[config.mk]
export PLATFORM = sky130hd
export DESIGN_NAME = dma_frame_integrity_checker_top
export DESIGN_NICKNAME = d
export VERILOG_FILES = /design/src/sv/dfic_pkg.sv /design/src/sv/dfic_pattern.sv /design/src/sv/dfic_stats.sv /design/src/sv/dfic_out_buf.sv /design/src/sv/dma_frame_integrity_checker_top.sv
export SDC_FILE = /design/constraint.sdc
export NUM_CORES = 2
export LEC_CHECK = 0
export BUFFER_PORTS_ARGS = -buffer_cell sky130_fd_sc_hd__buf_2
export CAP_MARGIN = 20
export CORE_UTILIZATION = 44
export DETAILED_ROUTE_END_ITERATION = 8
export PLACE_DENSITY = 0.6
export SYNTH_ARGS = -nofsm -noshare
export SYNTH_HDL_FRONTEND = slang
export SYNTH_HIERARCHICAL = 1
export SYNTH_SLANG_ARGS = --single-unit
[constraint.sdc]
create_clock -name i_clk -period 18.9 [get_ports i_clk]
set_clock_uncertainty 0.15 [all_clocks]
set_input_delay 0.945 -clock i_clk [delete_from_list [all_inputs] [get_ports i_clk]]
set_output_delay 0.945 -clock i_clk [all_outputs]
set_load 0.01 [all_outputs]
[src/sv/dfic_pkg.sv]
// ----------------------------------------------------------------------------
// dfic_pkg: shared types and constants
// field widths, test pattern words, config register indexes and the
// per-word control and per-frame result records
// ----------------------------------------------------------------------------
package dfic_pkg;

    localparam int POS_BITS  = 24;
    localparam int WORD_BITS = 32;
    localparam int ID_BITS   = 64;
    localparam int CNT_BITS  = 32;
    localparam int STEP_BITS = 20;
    localparam int IDX_BITS  = 2;

    localparam logic [POS_BITS-1:0]  POS_MAX      = 24'hffffff;
    localparam logic [WORD_BITS-1:0] FLASH_WORD   = 32'h07ff07ff;
    localparam logic [15:0]          FLASH_SAMPLE = 16'h07ff;
    localparam logic [STEP_BITS-1:0] STEP_RESET   = 20'd910000;

    // header word positions
    localparam logic [POS_BITS-1:0] POS_LENGTH   = 24'd0;
    localparam logic [POS_BITS-1:0] POS_TAG      = 24'd1;
    localparam logic [POS_BITS-1:0] POS_ID_LOW   = 24'd3;
    localparam logic [POS_BITS-1:0] POS_ID_HIGH  = 24'd4;
    localparam logic [POS_BITS-1:0] POS_PAYLOAD  = 24'd8;
    localparam logic [POS_BITS-1:0] POS_SEARCH   = 24'd14;
    localparam logic [POS_BITS-1:0] POS_IL_CHECK = 24'd30;

    localparam logic [3:0] PERIOD_LAST = 4'd10;
    localparam logic [3:0] SEARCH_LEN  = 4'd11;

    // config register indexes
    localparam logic [IDX_BITS-1:0] CFG_INTERLEAVE = 2'd0;
    localparam logic [IDX_BITS-1:0] CFG_LONG_ID    = 2'd1;
    localparam logic [IDX_BITS-1:0] CFG_STEP       = 2'd2;
    localparam logic [IDX_BITS-1:0] CFG_PAT_EN     = 2'd3;

    typedef struct packed {
        logic                 interleave_mode;
        logic                 long_pulse_id;
        logic [STEP_BITS-1:0] pulse_id_step;
        logic                 pattern_check_enable;
    } t_cfg;

    typedef struct packed {
        logic                 fire;
        logic                 last;
        logic [POS_BITS-1:0]  pos;
        logic [WORD_BITS-1:0] word;
    } t_word;

    typedef struct packed {
        logic                is_event;
        logic                dropped_flag;
        logic                repeated_id;
        logic                id_step_error;
        logic                pattern_error;
        logic [CNT_BITS-1:0] event_total;
        logic [CNT_BITS-1:0] drop_total;
        logic [CNT_BITS-1:0] repeat_total;
        logic [CNT_BITS-1:0] corrupt_total;
    } t_result;

endpackage

[src/sv/dfic_pattern.sv]
// ----------------------------------------------------------------------------
// dfic_pattern: flash test pattern tracker
// follows phase search and per-sample checks for both payload layouts
// ----------------------------------------------------------------------------
module dfic_pattern #(
    parameter int LENGTH_BITS = 24
) (
    input  logic            i_clk,
    input  logic            i_rst_n,
    input  dfic_pkg::t_word i_word,
    input  logic            i_interleave,
    output logic            o_pat_bad
);
    import dfic_pkg::*;

    localparam int PW = LENGTH_BITS - 1;

    typedef struct packed {
        logic          found;
        logic          failed;
        logic [3:0]    off;
        logic [3:0]    modc;
        logic [PW-1:0] cpos;
        logic [2:0]    cidx;
    } t_lin;

    typedef struct packed {
        logic       found;
        logic       failed;
        logic [4:0] off;
        logic       par;
        logic [3:0] modc;
    } t_il;

    localparam t_lin LIN_RESET = '0;
    localparam t_il  IL_RESET  = '0;

    // one 16-bit sample of the four-channel layout
    function automatic t_lin lin_step(input t_lin s, input logic [15:0] v,
                                      input logic [3:0] g, input logic srch,
                                      input logic [PW-1:0] nb);
        t_lin          r;
        logic          chk;
        logic [PW-1:0] offx;
        logic [PW-1:0] p1;
        r   = s;
        chk = s.found;
        if (!s.found && !s.failed && srch) begin
            if (v == FLASH_SAMPLE) begin
                r.found = 1'b1;
                r.off   = g;
                chk     = 1'b1;
            end else if (v != 16'd0) begin
                r.failed = 1'b1;
            end
        end
        offx = {{(PW-4){1'b0}}, r.off};
        if (chk && nb != '0 && r.cidx < 3'd4 && r.cpos >= offx) begin
            if (r.cpos == offx)
                r.modc = 4'd0;
            else
                r.modc = (r.modc >= PERIOD_LAST) ? 4'd0 : r.modc + 4'd1;
            if (v != ((r.modc == 4'd0) ? FLASH_SAMPLE : 16'd0))
                r.failed = 1'b1;
        end
        if (nb != '0) begin
            p1 = r.cpos + 1'b1;
            if (p1 >= nb) begin
                r.cpos = '0;
                if (r.cidx < 3'd4)
                    r.cidx = r.cidx + 3'd1;
            end else begin
                r.cpos = p1;
            end
        end
        return r;
    endfunction

    t_lin                   r_lin, n_lin, lin_base, lin_mid;
    t_il                    r_il, n_il, il_base;
    logic [PW-1:0]          r_nb, n_nb;
    logic [LENGTH_BITS-1:0] r_flen, n_flen;

    logic [LENGTH_BITS-1:0] len_w;
    logic [LENGTH_BITS-1:0] len_m8;
    logic                   is_hdr0;
    logic                   in_pay;
    logic                   srch1, srch2;
    logic [2:0]             kk;
    logic [3:0]             g1, g2;
    logic [4:0]             il_diff;
    logic [3:0]             il_half;
    logic                   cur_par;
    logic [3:0]             cur_mod;
    logic                   k_in_len;

    always_comb begin
        is_hdr0 = (i_word.pos == POS_LENGTH);
        in_pay  = (i_word.pos >= POS_PAYLOAD);
        len_w   = i_word.word[LENGTH_BITS-1:0];
        len_m8  = len_w - LENGTH_BITS'(8);
        n_flen  = is_hdr0 ? len_w : r_flen;
        n_nb    = is_hdr0 ? ((len_w >= LENGTH_BITS'(8)) ? len_m8[LENGTH_BITS-1:1] : '0)
                          : r_nb;

        lin_base = is_hdr0 ? LIN_RESET : r_lin;
        il_base  = is_hdr0 ? IL_RESET : r_il;

        // sample index inside the phase search window
        kk    = 3'(i_word.pos[3:0] - 4'd8);
        g1    = {kk, 1'b0};
        g2    = g1 + 4'd1;
        srch1 = in_pay && (i_word.pos < POS_SEARCH);
        srch2 = srch1 && (g2 < SEARCH_LEN);

        lin_mid = lin_base;
        n_lin   = lin_base;
        if (in_pay) begin
            lin_mid = lin_step(lin_base, i_word.word[15:0], g1, srch1, n_nb);
            n_lin   = lin_step(lin_mid, i_word.word[31:16], g2, srch2, n_nb);
        end

        // interleaved layout: period counter of ((k - s) / 2) mod 11
        il_diff  = 5'd30 - il_base.off;
        il_half  = il_diff[4:1];
        cur_par  = (i_word.pos == POS_IL_CHECK) ? il_diff[0] : il_base.par;
        cur_mod  = (i_word.pos == POS_IL_CHECK) ? ((il_half == SEARCH_LEN) ? 4'd0 : il_half)
                                                : il_base.modc;
        k_in_len = (i_word.pos < {{(POS_BITS-LENGTH_BITS){1'b0}}, n_flen});

        n_il = il_base;
        if (in_pay) begin
            if (i_word.pos < POS_IL_CHECK) begin
                if (!il_base.found && !il_base.failed) begin
                    if (i_word.word == FLASH_WORD) begin
                        n_il.found = 1'b1;
                        n_il.off   = i_word.pos[4:0];
                    end else if (i_word.word != '0) begin
                        n_il.failed = 1'b1;
                    end
                end
            end else begin
                if (il_base.found && k_in_len &&
                    i_word.word != ((cur_mod == 4'd0) ? FLASH_WORD : '0))
                    n_il.failed = 1'b1;
                n_il.par  = ~cur_par;
                n_il.modc = cur_par ? ((cur_mod >= PERIOD_LAST) ? 4'd0 : cur_mod + 4'd1)
                                    : cur_mod;
            end
        end

        o_pat_bad = i_interleave ? (n_il.failed || !n_il.found)
                                 : (n_lin.failed || !n_lin.found);
    end

    always_ff @(posedge i_clk) begin
        if (!i_rst_n) begin
            r_lin <= LIN_RESET;
            r_il  <= IL_RESET;
        end else if (i_word.fire) begin
            r_lin <= n_lin;
            r_il  <= n_il;
        end
    end

    always_ff @(posedge i_clk) begin
        if (i_word.fire) begin
            r_nb   <= n_nb;
            r_flen <= n_flen;
        end
    end

endmodule

[src/sv/dfic_stats.sv]
// ----------------------------------------------------------------------------
// dfic_stats: header capture, pulse id checks and running counters
// builds one result record at the last word of each frame
// ----------------------------------------------------------------------------
module dfic_stats (
    input  logic              i_clk,
    input  logic              i_rst_n,
    input  dfic_pkg::t_word   i_word,
    input  dfic_pkg::t_cfg    i_cfg,
    input  logic              i_pat_bad,
    output logic              o_res_valid,
    output dfic_pkg::t_result o_res
);
    import dfic_pkg::*;

    logic               r_tag_zero, n_tag_zero;
    logic               r_tag_drop, n_tag_drop;
    logic [ID_BITS-1:0] r_cur_id, n_cur_id;
    logic [ID_BITS-1:0] r_prev_id, n_prev_id;
    logic               r_ref_valid, n_ref_valid;
    logic [CNT_BITS-1:0] r_ev_cnt, n_ev_cnt;
    logic [CNT_BITS-1:0] r_drop_cnt, n_drop_cnt;
    logic [CNT_BITS-1:0] r_rep_cnt, n_rep_cnt;
    logic [CNT_BITS-1:0] r_cor_cnt, n_cor_cnt;

    logic [ID_BITS-1:0] pid;
    logic [ID_BITS-1:0] id_diff;
    logic               ev, drop, rep, stp, pat;

    always_comb begin
        n_tag_zero = r_tag_zero;
        n_tag_drop = r_tag_drop;
        n_cur_id   = r_cur_id;
        case (i_word.pos)
            POS_LENGTH: begin
                n_tag_zero = 1'b1;
                n_tag_drop = 1'b0;
                n_cur_id   = '0;
            end
            POS_TAG: begin
                n_tag_zero = (i_word.word[15:0] == 16'd0);
                n_tag_drop = i_word.word[30];
            end
            POS_ID_LOW:  n_cur_id[31:0]  = i_word.word;
            POS_ID_HIGH: n_cur_id[63:32] = i_word.word;
            default: ;
        endcase

        pid     = i_cfg.long_pulse_id ? n_cur_id : {32'd0, n_cur_id[63:32]};
        id_diff = pid - r_prev_id;

        ev   = 1'b0;
        drop = 1'b0;
        rep  = 1'b0;
        stp  = 1'b0;
        pat  = 1'b0;
        n_ref_valid = r_ref_valid;
        n_prev_id   = r_prev_id;
        n_ev_cnt    = r_ev_cnt;
        n_drop_cnt  = r_drop_cnt;
        n_rep_cnt   = r_rep_cnt;
        n_cor_cnt   = r_cor_cnt;

        if (i_word.last) begin
            if (!r_ref_valid) begin
                // first event frame only sets the reference id
                if (n_tag_zero) begin
                    n_ev_cnt    = r_ev_cnt + 1'b1;
                    n_prev_id   = pid;
                    n_ref_valid = 1'b1;
                end
            end else begin
                drop = n_tag_drop;
                if (n_tag_zero) begin
                    ev   = 1'b1;
                    rep  = (pid == r_prev_id);
                    stp  = !rep && (id_diff != {{(ID_BITS-STEP_BITS){1'b0}},
                                                i_cfg.pulse_id_step});
                    pat  = i_cfg.pattern_check_enable && i_pat_bad;
                    n_prev_id = pid;
                end
                n_ev_cnt   = r_ev_cnt + {31'd0, ev};
                n_drop_cnt = r_drop_cnt + {31'd0, drop};
                n_rep_cnt  = r_rep_cnt + {31'd0, rep};
                n_cor_cnt  = r_cor_cnt + {30'd0, stp & pat, stp ^ pat};
            end
        end

        o_res_valid         = i_word.fire && i_word.last;
        o_res.is_event      = ev;
        o_res.dropped_flag  = drop;
        o_res.repeated_id   = rep;
        o_res.id_step_error = stp;
        o_res.pattern_error = pat;
        o_res.event_total   = n_ev_cnt;
        o_res.drop_total    = n_drop_cnt;
        o_res.repeat_total  = n_rep_cnt;
        o_res.corrupt_total = n_cor_cnt;
    end

    always_ff @(posedge i_clk) begin
        if (!i_rst_n) begin
            r_ref_valid <= 1'b0;
            r_prev_id   <= '0;
            r_ev_cnt    <= '0;
            r_drop_cnt  <= '0;
            r_rep_cnt   <= '0;
            r_cor_cnt   <= '0;
        end else if (i_word.fire) begin
            r_ref_valid <= n_ref_valid;
            r_prev_id   <= n_prev_id;
            r_ev_cnt    <= n_ev_cnt;
            r_drop_cnt  <= n_drop_cnt;
            r_rep_cnt   <= n_rep_cnt;
            r_cor_cnt   <= n_cor_cnt;
        end
    end

    always_ff @(posedge i_clk) begin
        if (i_word.fire) begin
            r_tag_zero <= n_tag_zero;
            r_tag_drop <= n_tag_drop;
            r_cur_id   <= n_cur_id;
        end
    end

endmodule

[src/sv/dfic_out_buf.sv]
// ----------------------------------------------------------------------------
// dfic_out_buf: result output register with skid stage
// two entries so the producer sees a registered space flag
// ----------------------------------------------------------------------------
module dfic_out_buf (
    input  logic              i_clk,
    input  logic              i_rst_n,
    input  logic              i_push,
    input  dfic_pkg::t_result i_data,
    output logic              o_space,
    output logic              o_valid,
    output dfic_pkg::t_result o_data,
    input  logic              i_ready
);
    import dfic_pkg::*;

    logic    r_out_valid, r_skid_valid;
    t_result r_out, r_skid;
    logic    take;

    assign take    = r_out_valid && i_ready;
    assign o_space = !r_skid_valid;
    assign o_valid = r_out_valid;
    assign o_data  = r_out;

    always_ff @(posedge i_clk) begin
        if (!i_rst_n) begin
            r_out_valid  <= 1'b0;
            r_skid_valid <= 1'b0;
        end else if (take) begin
            if (r_skid_valid) begin
                r_out_valid  <= 1'b1;
                r_skid_valid <= 1'b0;
            end else begin
                r_out_valid <= i_push;
            end
        end else if (i_push) begin
            if (!r_out_valid)
                r_out_valid <= 1'b1;
            else
                r_skid_valid <= 1'b1;
        end
    end

    always_ff @(posedge i_clk) begin
        if (take) begin
            r_out <= r_skid_valid ? r_skid : i_data;
        end else if (i_push) begin
            if (!r_out_valid)
                r_out <= i_data;
            else
                r_skid <= i_data;
        end
    end

endmodule

[src/sv/dma_frame_integrity_checker_top.sv]
// ----------------------------------------------------------------------------
// dma_frame_integrity_checker_top: digitizer dma frame checker
// checks headers, pulse ids and the flash test pattern of dma frames
// ----------------------------------------------------------------------------
// Takes one 32-bit frame word per clock when not stalled on the slave stream
// (tlast marks the final word) and gives one result item per frame on the
// master stream. Each word is held in the input register, then passes the
// header, pulse id and pattern logic into the frame state and result
// registers, where its effect on the frame state is settled. Sustained rate
// is one word per clock; words keep flowing while a result waits, and the
// slave side stalls only when two finished results are unread, since the
// output register plus its skid entry hold exactly two. Config registers are
// written through a plain write port and take effect at once; write them only
// while no frame is in flight. The first frame whose tag low half is zero
// becomes the pulse id reference; frames before it give all-zero flags.
// ----------------------------------------------------------------------------
module dma_frame_integrity_checker_top #(
    parameter int LENGTH_BITS = 24
) (
    input  logic           i_clk,
    input  logic           i_rst_n,

    // slave stream: tdata = frame_word[31:0]
    input  logic           i_s_tvalid,
    output logic           o_s_tready,
    input  logic [31:0]    i_s_tdata,     // frame_word
    input  logic           i_s_tlast,     // last_word

    // master stream: tdata from bit 0 up = is_event, dropped_flag,
    // repeated_id, id_step_error, pattern_error, event_total[31:0],
    // drop_total[31:0], repeat_total[31:0], corrupt_total[31:0], zero pad
    output logic           o_m_tvalid,
    input  logic           i_m_tready,
    output logic [135:0]   o_m_tdata,

    // config write port
    input  logic           i_cfg_we,
    input  logic [1:0]     i_cfg_idx,
    input  logic [19:0]    i_cfg_data
);
    import dfic_pkg::*;

    // config registers
    t_cfg r_cfg;

    // input register
    logic                 r_in_valid;
    logic [WORD_BITS-1:0] r_in_word;
    logic                 r_in_last;

    // word position within the frame, saturating
    logic [POS_BITS-1:0] r_pos, n_pos;

    logic    space;
    logic    fire;
    logic    accept;
    t_word   cur_word;
    logic    pat_bad;
    logic    res_valid;
    t_result res;
    t_result out_res;

    // a last word needs room in the output buffer, other words never stall
    assign fire   = r_in_valid && (!r_in_last || space);
    assign accept = i_s_tvalid && o_s_tready;
    assign o_s_tready = !r_in_valid || fire;

    always_comb begin
        cur_word.fire = fire;
        cur_word.last = r_in_last;
        cur_word.pos  = r_pos;
        cur_word.word = r_in_word;
        if (r_in_last)
            n_pos = '0;
        else if (r_pos < POS_MAX)
            n_pos = r_pos + 1'b1;
        else
            n_pos = r_pos;
    end

    always_ff @(posedge i_clk) begin
        if (!i_rst_n) begin
            r_cfg.interleave_mode      <= 1'b0;
            r_cfg.long_pulse_id        <= 1'b1;
            r_cfg.pulse_id_step        <= STEP_RESET;
            r_cfg.pattern_check_enable <= 1'b1;
        end else if (i_cfg_we) begin
            case (i_cfg_idx)
                CFG_INTERLEAVE: r_cfg.interleave_mode      <= i_cfg_data[0];
                CFG_LONG_ID:    r_cfg.long_pulse_id        <= i_cfg_data[0];
                CFG_STEP:       r_cfg.pulse_id_step        <= i_cfg_data;
                CFG_PAT_EN:     r_cfg.pattern_check_enable <= i_cfg_data[0];
                default: ;
            endcase
        end
    end

    always_ff @(posedge i_clk) begin
        if (!i_rst_n) begin
            r_in_valid <= 1'b0;
            r_pos      <= '0;
        end else begin
            if (accept)
                r_in_valid <= 1'b1;
            else if (fire)
                r_in_valid <= 1'b0;
            if (fire)
                r_pos <= n_pos;
        end
    end

    always_ff @(posedge i_clk) begin
        if (accept) begin
            r_in_word <= i_s_tdata;
            r_in_last <= i_s_tlast;
        end
    end

    // pattern phase and sample checks for both layouts
    dfic_pattern #(
        .LENGTH_BITS (LENGTH_BITS)
    ) u_pattern (
        .i_clk        (i_clk),
        .i_rst_n      (i_rst_n),
        .i_word       (cur_word),
        .i_interleave (r_cfg.interleave_mode),
        .o_pat_bad    (pat_bad)
    );

    // header capture, id checks and counters
    dfic_stats u_stats (
        .i_clk       (i_clk),
        .i_rst_n     (i_rst_n),
        .i_word      (cur_word),
        .i_cfg       (r_cfg),
        .i_pat_bad   (pat_bad),
        .o_res_valid (res_valid),
        .o_res       (res)
    );

    // result register and skid entry
    dfic_out_buf u_out_buf (
        .i_clk   (i_clk),
        .i_rst_n (i_rst_n),
        .i_push  (res_valid),
        .i_data  (res),
        .o_space (space),
        .o_valid (o_m_tvalid),
        .o_data  (out_res),
        .i_ready (i_m_tready)
    );

    assign o_m_tdata = {3'd0,
                        out_res.corrupt_total,
                        out_res.repeat_total,
                        out_res.drop_total,
                        out_res.event_total,
                        out_res.pattern_error,
                        out_res.id_step_error,
                        out_res.repeated_id,
                        out_res.dropped_flag,
                        out_res.is_event};

endmodule

# --- Word-level counts from Yosys, hierarchy flattened ---
# Index checks and enable logic that the tools add are counted.
op_classes:
  add_sub_neg: 18
  magnitude_cmp: 16
  eq_ne: 19
  mux: 115
  bitwise: 5
  n_reduce_logical: 61
ops:
  columns: ["cell", "count"]
  rows:
  - ["$mux 133", 4]
  - ["$mux 32", 9]
  - ["$pmux 32 s2", 2]
  - ["$add 32x1->32", 3]
  - ["$mux 23", 4]
  - ["$mux 26", 3]
  - ["$mux 24", 3]
  - ["$mux 36", 2]
  - ["$mux 4", 17]
  - ["$eq 64x64->1", 1]
  - ["$mux 64", 1]
  - ["$ne 64x20->1", 1]
  - ["$sub 64x64->64", 1]
  - ["$mux 1", 51]
  - ["$ge 24x4->1 const B", 2]
  - ["$add 23x1->23 const B", 2]
  - ["$eq 23x4->1", 2]
  - ["$ge 23x23->1", 2]
  - ["$ge 23x4->1", 2]
  - ["$add 32x1->32 const B", 1]
  - ["$add 32x2->32", 1]
  - ["$eq 16x11->1 const B", 2]
  - ["$eq 32x27->1 const B", 1]
  - ["$ne 16x16->1", 2]
  - ["47 further kinds", 115]
totals:
  reg_bits: 703
  inputBits: 60

# --- Longest topological paths before layout ---
logic_depth:
  ltp_word: 48
  depth_mapped: 53

# --- By module ---
# The synthesis kept the hierarchy.
modules_own_cells:
  columns: ["module", "instances", "cells_each", "area_each_um2", "seq_area_each_um2"]
  rows:
  - ["dfic_stats", 1, 2359, 18745.5, 5845.6]
  - ["dfic_out_buf", 1, 426, 9962.1, 8027.7]
  - ["dfic_pattern", 1, 1172, 9470.3, 2372.3]
  - ["dma_frame_integrity_checker_top", 1, 306, 3190.6, 1951.9]

# --- Worst setup path after synthesis ---
# Ideal clock, no wire load.
synth_path:
  path_type: "register to register"
  startpoint: "register r_in_last"
  endpoint: "register u_out_buf.r_out (netlist bit u_out_buf/o_data[0]), enable pin"
  arrival_time_ns: 12.995
  t_required_ns: 17.941
  slack_ns: 4.946
  path_stages_with_launch: 9
  synth_period_minus_slack_ns: 13.954
  cell_sequence: "edfxtp_1 > inv_1 > o21ai_0 > inv_1 > clkbuf_1 > nand2_1 > inv_1 > inv_1 > o21ai_0"
synth_via:
  elab_chain_cells: 6
synth_lines:
  columns: ["element", "line", "text"]
  rows:
  - ["from (decl)", "dma_frame_integrity_checker_top.sv:49", "logic r_in_last;"]
  - ["from (signal assigned)", "dma_frame_integrity_checker_top.sv:115", "r_in_last <= i_s_tlast;"]
  - ["$logic_not 1->1", "dma_frame_integrity_checker_top.sv:64", "assign fire = r_in_valid && (!r_in_last || space);"]
  - ["$logic_or 1x1->1", "dma_frame_integrity_checker_top.sv:64", null]
  - ["$logic_and 1x1->1", "dma_frame_integrity_checker_top.sv:64", null]
  - ["named net fire", "dma_frame_integrity_checker_top.sv:55", "logic fire;"]
  - ["$logic_and 1x1->1", "dfic_stats.sv:89", "o_res_valid = i_word.fire && i_word.last;"]
  - ["named net res_valid", "dma_frame_integrity_checker_top.sv:59", "logic res_valid;"]
  - ["$reduce_bool 2->1 (no line)", null, null]
  - ["$reduce_and 2->1 (no line)", null, null]
  - ["to (signal assigned)", "dfic_out_buf.sv:47", "r_out <= r_skid_valid ? r_skid : i_data;"]
  - ["to (signal assigned)", "dfic_out_buf.sv:50", "r_out <= i_data;"]
  - ["to (decl)", "dfic_out_buf.sv:18", "t_result r_out, r_skid;"]
# The timed path passes the listed nets, and every way through them passes these cells.
# A chain may end at the register's enable or synchronous reset.

==> impl_metrics.toml <==
[clocking]
cts_max_path_buffers = 3
h_tree_levels = 3
cts_inserted_buffers = 80
postCtsSetupBuffers = 0
postCtsHoldBufs = 0
cts.root.buffer_cell = "sky130_fd_sc_hd__clkbuf_16"
cts_tree = "done"
clkLatencyLatePin_ns = 0.65
clk_transition_reported_paths_ns = 0.06
tritoncts_num_sinks = 703
cts_resized = 0

[layout]
drive_above_1_share_pct = 14.2
final_net_count = 4563
final_common_cell = "sky130_fd_sc_hd__nand2_1"
filler_cell_count = 8672
most-common-layout-cells = "584 x sky130_fd_sc_hd__nand2_1, 412 x sky130_fd_sc_hd__edfxtp_1, 289 x sky130_fd_sc_hd__dfxtp_1"
area_growth_syn_to_layout_pct = 10.7

[job]
cap_violations = 0

[setup_path]
crit_type = "reg2reg"
crit_path_top_delay_cell = "sky130_fd_sc_hd__or4_2"
timing.critical_path.slowest_cell_delay_ns = 0.68
critPathTopFamily = "simple AND/OR/NAND/NOR gates"
critPathMostFrequentCell = "sky130_fd_sc_hd__and3_1"
setup.worst_path.end_class = "flop"
r2r_setup_slack_ns = 6.83
cp.depth = 46
worst-endpoint-arrival_ns = 12.33
crit_path_max_fanout = 50
worst-path-buf-inv = 4
type_of_origin_of_the_critical_path = "flop"
data_required_critical_path_ns = 19.16
worstRegToRegCells = 46

[synthesis]
synth-edff-count = 412
synth-main-ff-cell = "sky130_fd_sc_hd__edfxtp_1"
synth_top_area_share_pct = 29.9
number_of_synthesized_register_bits = 703
yosysSeqAreaShare_pct = 44.0
yosys.cell_types.count = 123
asyncSetResetFlopFracSynth_pct = 0
syn-instance-count = 4263
syn_area_um2 = 41400
netlist.top_cell.by_area = "sky130_fd_sc_hd__edfxtp_1"
synth.avg_cell_area_um2 = 9.70
synth.top_cells.by_area = "sky130_fd_sc_hd__edfxtp_1 30%, sky130_fd_sc_hd__dfxtp_1 14%, sky130_fd_sc_hd__nand2_1 5.3%"
synth-warning-count = 6

[die]
top_level_ports = 198
floorplan.die_area_um2 = 95200
die_y_um = 309
start_util_pct = 44.4
fp.dieW_um = 309
placement_rows = 112
core_region_um2 = 93200

[status]
run_status = "finished clean"

[timing]
setup-violations-final = 0
final_hold_viol_count = 0
final.setup.worst_slack_ns = 6.83
max_clock_freq_mhz = 82.8
tns_ns = 0
final.period_utilization_pct = 63.9
unrepaired_setup_endpoints_after_global_routing = "false"
timing.max_slew.rel_slack_pct = 25.6
finalWorstPathRequiredPeriod_ns = 12.07
worstMarginPinSlew_ns = 1.11
timing_max_transition_violations_final = 0

[detailed_routing]
detail_route.wirelength_mm = 117
antenna_viol_nets_final = 0
first_iter_violations = 2604
post_drt_wl_per_cell_um = 20.7
route.vias.total = 32200
remaining_drc_errors = 0
drt_pre_antenna_iters = 6
detail_route.vias_per_cell = 5.68

[placed_design]
post-dp-hpwl_mm = 84.4
detailedPlace.worstSlack_ns = 6.89
count_of_buffers_inserted_at_the_top_level_ports = 194
gp_congestion = 0.984

[global_routing]
grt_antenna_before_repair = 1
globalRouteOverflowTotal = 0
grt_usage_pct = 24.3
grt_max_degree = 95
grt_first_pass_wirelength_mm = 181
grt_pass1_vias = 30700

[power]
power.static_leakage_nw = 18.1
power.total_mw = 3.81
p_per_area_nw_per_um2 = 83.1
vdd_drop_max_uv = 60.3

[min_path]
timing.hold.worst.class = "reg2reg"
hold-path-cell-count = 2
==> through the flow <==
| stage | instance area [um^2] | util, % | hold WS, ns | std cells |
|---|---|---|---|---|
| 3_3_place_gp | 43100 | 46.3 | 0.291 | 5507 |
| 6_report | 45800 | 49.1 | 0.303 | 5659 |
| 2_1_floorplan | 41400 | - | 0.285 | 4265 |
| 5_1_grt | 45800 | 49.1 | 0.286 | 5658 |
| 3_5_place_dp | 43100 | 46.3 | 0.298 | 5508 |
| 4_1_cts | 45800 | 49.1 | 0.274 | 5657 |
==> state kept, by name (all words and copies together) (netlist names), 12 cells and up <==
register            count
u_out_buf/o_data      133
u_out_buf/r_skid      133
u_stats/r_cur_id       64
u_stats/r_prev_id      64
u_pattern/r_lin        36
r_in_word              32
u_stats/r_cor_cnt      32
u_stats/r_drop_cnt     32
u_stats/r_ev_cnt       32
u_stats/r_rep_cnt      32
r_pos                  24
u_pattern/r_flen       24
r_cfg                  23
u_pattern/r_nb         23
u_pattern/r_il         12
==> report_power, final <==
part	switching (mW)	internal, mW
Sequential	0.0262	1.65
Clock	0.669	0.898
Combinational	0.373	0.189
==> layer usage <==
layer  global-route usage [%]  part of all wire (%)  vias up  wire length [um]
met5                        0                     0        -                 0
met4                     9.67                   3.7        0              4330
met3                     3.11                   4.8      216              5580
met2                     39.7                    46      879             54300
met1                     32.6                    45    15600             52800
li1                         -                     -    15500                 -
==> worst reg2reg max path: cells and delay by family (launching register included) <==
kind	cells	cell delay, ns
xor gates and xnor gates	2	0.23
AOI/OAI and AO/OA	7	1.54
muxes	1	0.26
DFF	1	0.31
adders and majority gates	6	1.77
buffers and inverters	4	1.02
and+or+nand+nor	26	6.59
==> kinds of logic after synthesis <==
logic type	synth area share (%)
AOI/OAI and AO/OA	13.2
xor gates and xnor gates	7.35
and+or+nand+nor	19.8
buffers and inverters	4.20
adders and majority gates	5.06
other	0.00906
muxes	6.41
DFF	44.0
==> area by class of cell <==
class / count / area [um^2] / area share, %
inverter: 179 / 679 / 1.48
antenna: 1 / 2.50 / 0.00547
clock inverter: 45 / 465 / 1.02
multi-input combinational: 3152 / 21500 / 47.0
timing repair buffer: 221 / 1180 / 2.57
tap: 1254 / 1570 / 3.43
clock buffer: 104 / 2190 / 4.79
sequential: 703 / 18200 / 39.8
==> cells in the mapped netlist (9+ instances only) <==
| library cell | instances |
|---|---|
| sky130_fd_sc_hd__nand2_1 | 585 |
| sky130_fd_sc_hd__edfxtp_1 | 412 |
| sky130_fd_sc_hd__dfxtp_1 | 291 |
| sky130_fd_sc_hd__nor2_1 | 209 |
| sky130_fd_sc_hd__xnor2_1 | 208 |
| sky130_fd_sc_hd__a21oi_1 | 190 |
| sky130_fd_sc_hd__and2_1 | 182 |
| sky130_fd_sc_hd__inv_1 | 177 |
| sky130_fd_sc_hd__o21ai_0 | 168 |
| sky130_fd_sc_hd__ha_1 | 164 |
| sky130_fd_sc_hd__clkbuf_1 | 155 |
| sky130_fd_sc_hd__nand3_1 | 144 |
| sky130_fd_sc_hd__xor2_1 | 139 |
| sky130_fd_sc_hd__nand4_1 | 113 |
| sky130_fd_sc_hd__mux2_2 | 103 |
| sky130_fd_sc_hd__mux2_4 | 70 |
| sky130_fd_sc_hd__nor4_1 | 61 |
| sky130_fd_sc_hd__a21boi_0 | 56 |
| sky130_fd_sc_hd__nor3_1 | 56 |
| sky130_fd_sc_hd__a22o_1 | 52 |
| sky130_fd_sc_hd__and3_1 | 52 |
| sky130_fd_sc_hd__mux2i_1 | 43 |
| sky130_fd_sc_hd__buf_2 | 40 |
| sky130_fd_sc_hd__o21a_1 | 39 |
| sky130_fd_sc_hd__nor2b_1 | 31 |
| sky130_fd_sc_hd__a21o_1 | 29 |
| sky130_fd_sc_hd__o211ai_1 | 29 |
| sky130_fd_sc_hd__or3_1 | 29 |
| sky130_fd_sc_hd__a21boi_1 | 27 |
| sky130_fd_sc_hd__o21ai_1 | 26 |
| sky130_fd_sc_hd__a22oi_1 | 23 |
| sky130_fd_sc_hd__nand2b_1 | 23 |
| sky130_fd_sc_hd__a31oi_1 | 20 |
| sky130_fd_sc_hd__a211oi_1 | 18 |
| sky130_fd_sc_hd__buf_4 | 15 |
| sky130_fd_sc_hd__or2_2 | 15 |
| sky130_fd_sc_hd__o31ai_1 | 14 |
| sky130_fd_sc_hd__and4_1 | 13 |
| sky130_fd_sc_hd__o2111ai_1 | 11 |
| sky130_fd_sc_hd__o211a_1 | 11 |
| sky130_fd_sc_hd__nand3b_1 | 10 |
| sky130_fd_sc_hd__a2111oi_0 | 9 |
| sky130_fd_sc_hd__buf_6 | 9 |
==> final timing paths <==
check | startpoint | endpoint
hold reg to reg | u_stats/r_prev_id[42] | u_stats/r_prev_id[42]
hold / removal | u_stats/r_prev_id[42] | u_stats/r_prev_id[42]
setup / recovery | r_pos[2] | u_out_buf/o_data[30]
setup reg to reg | r_pos[2] | u_out_buf/o_data[30]
Power figures use the tool's default switching activity.
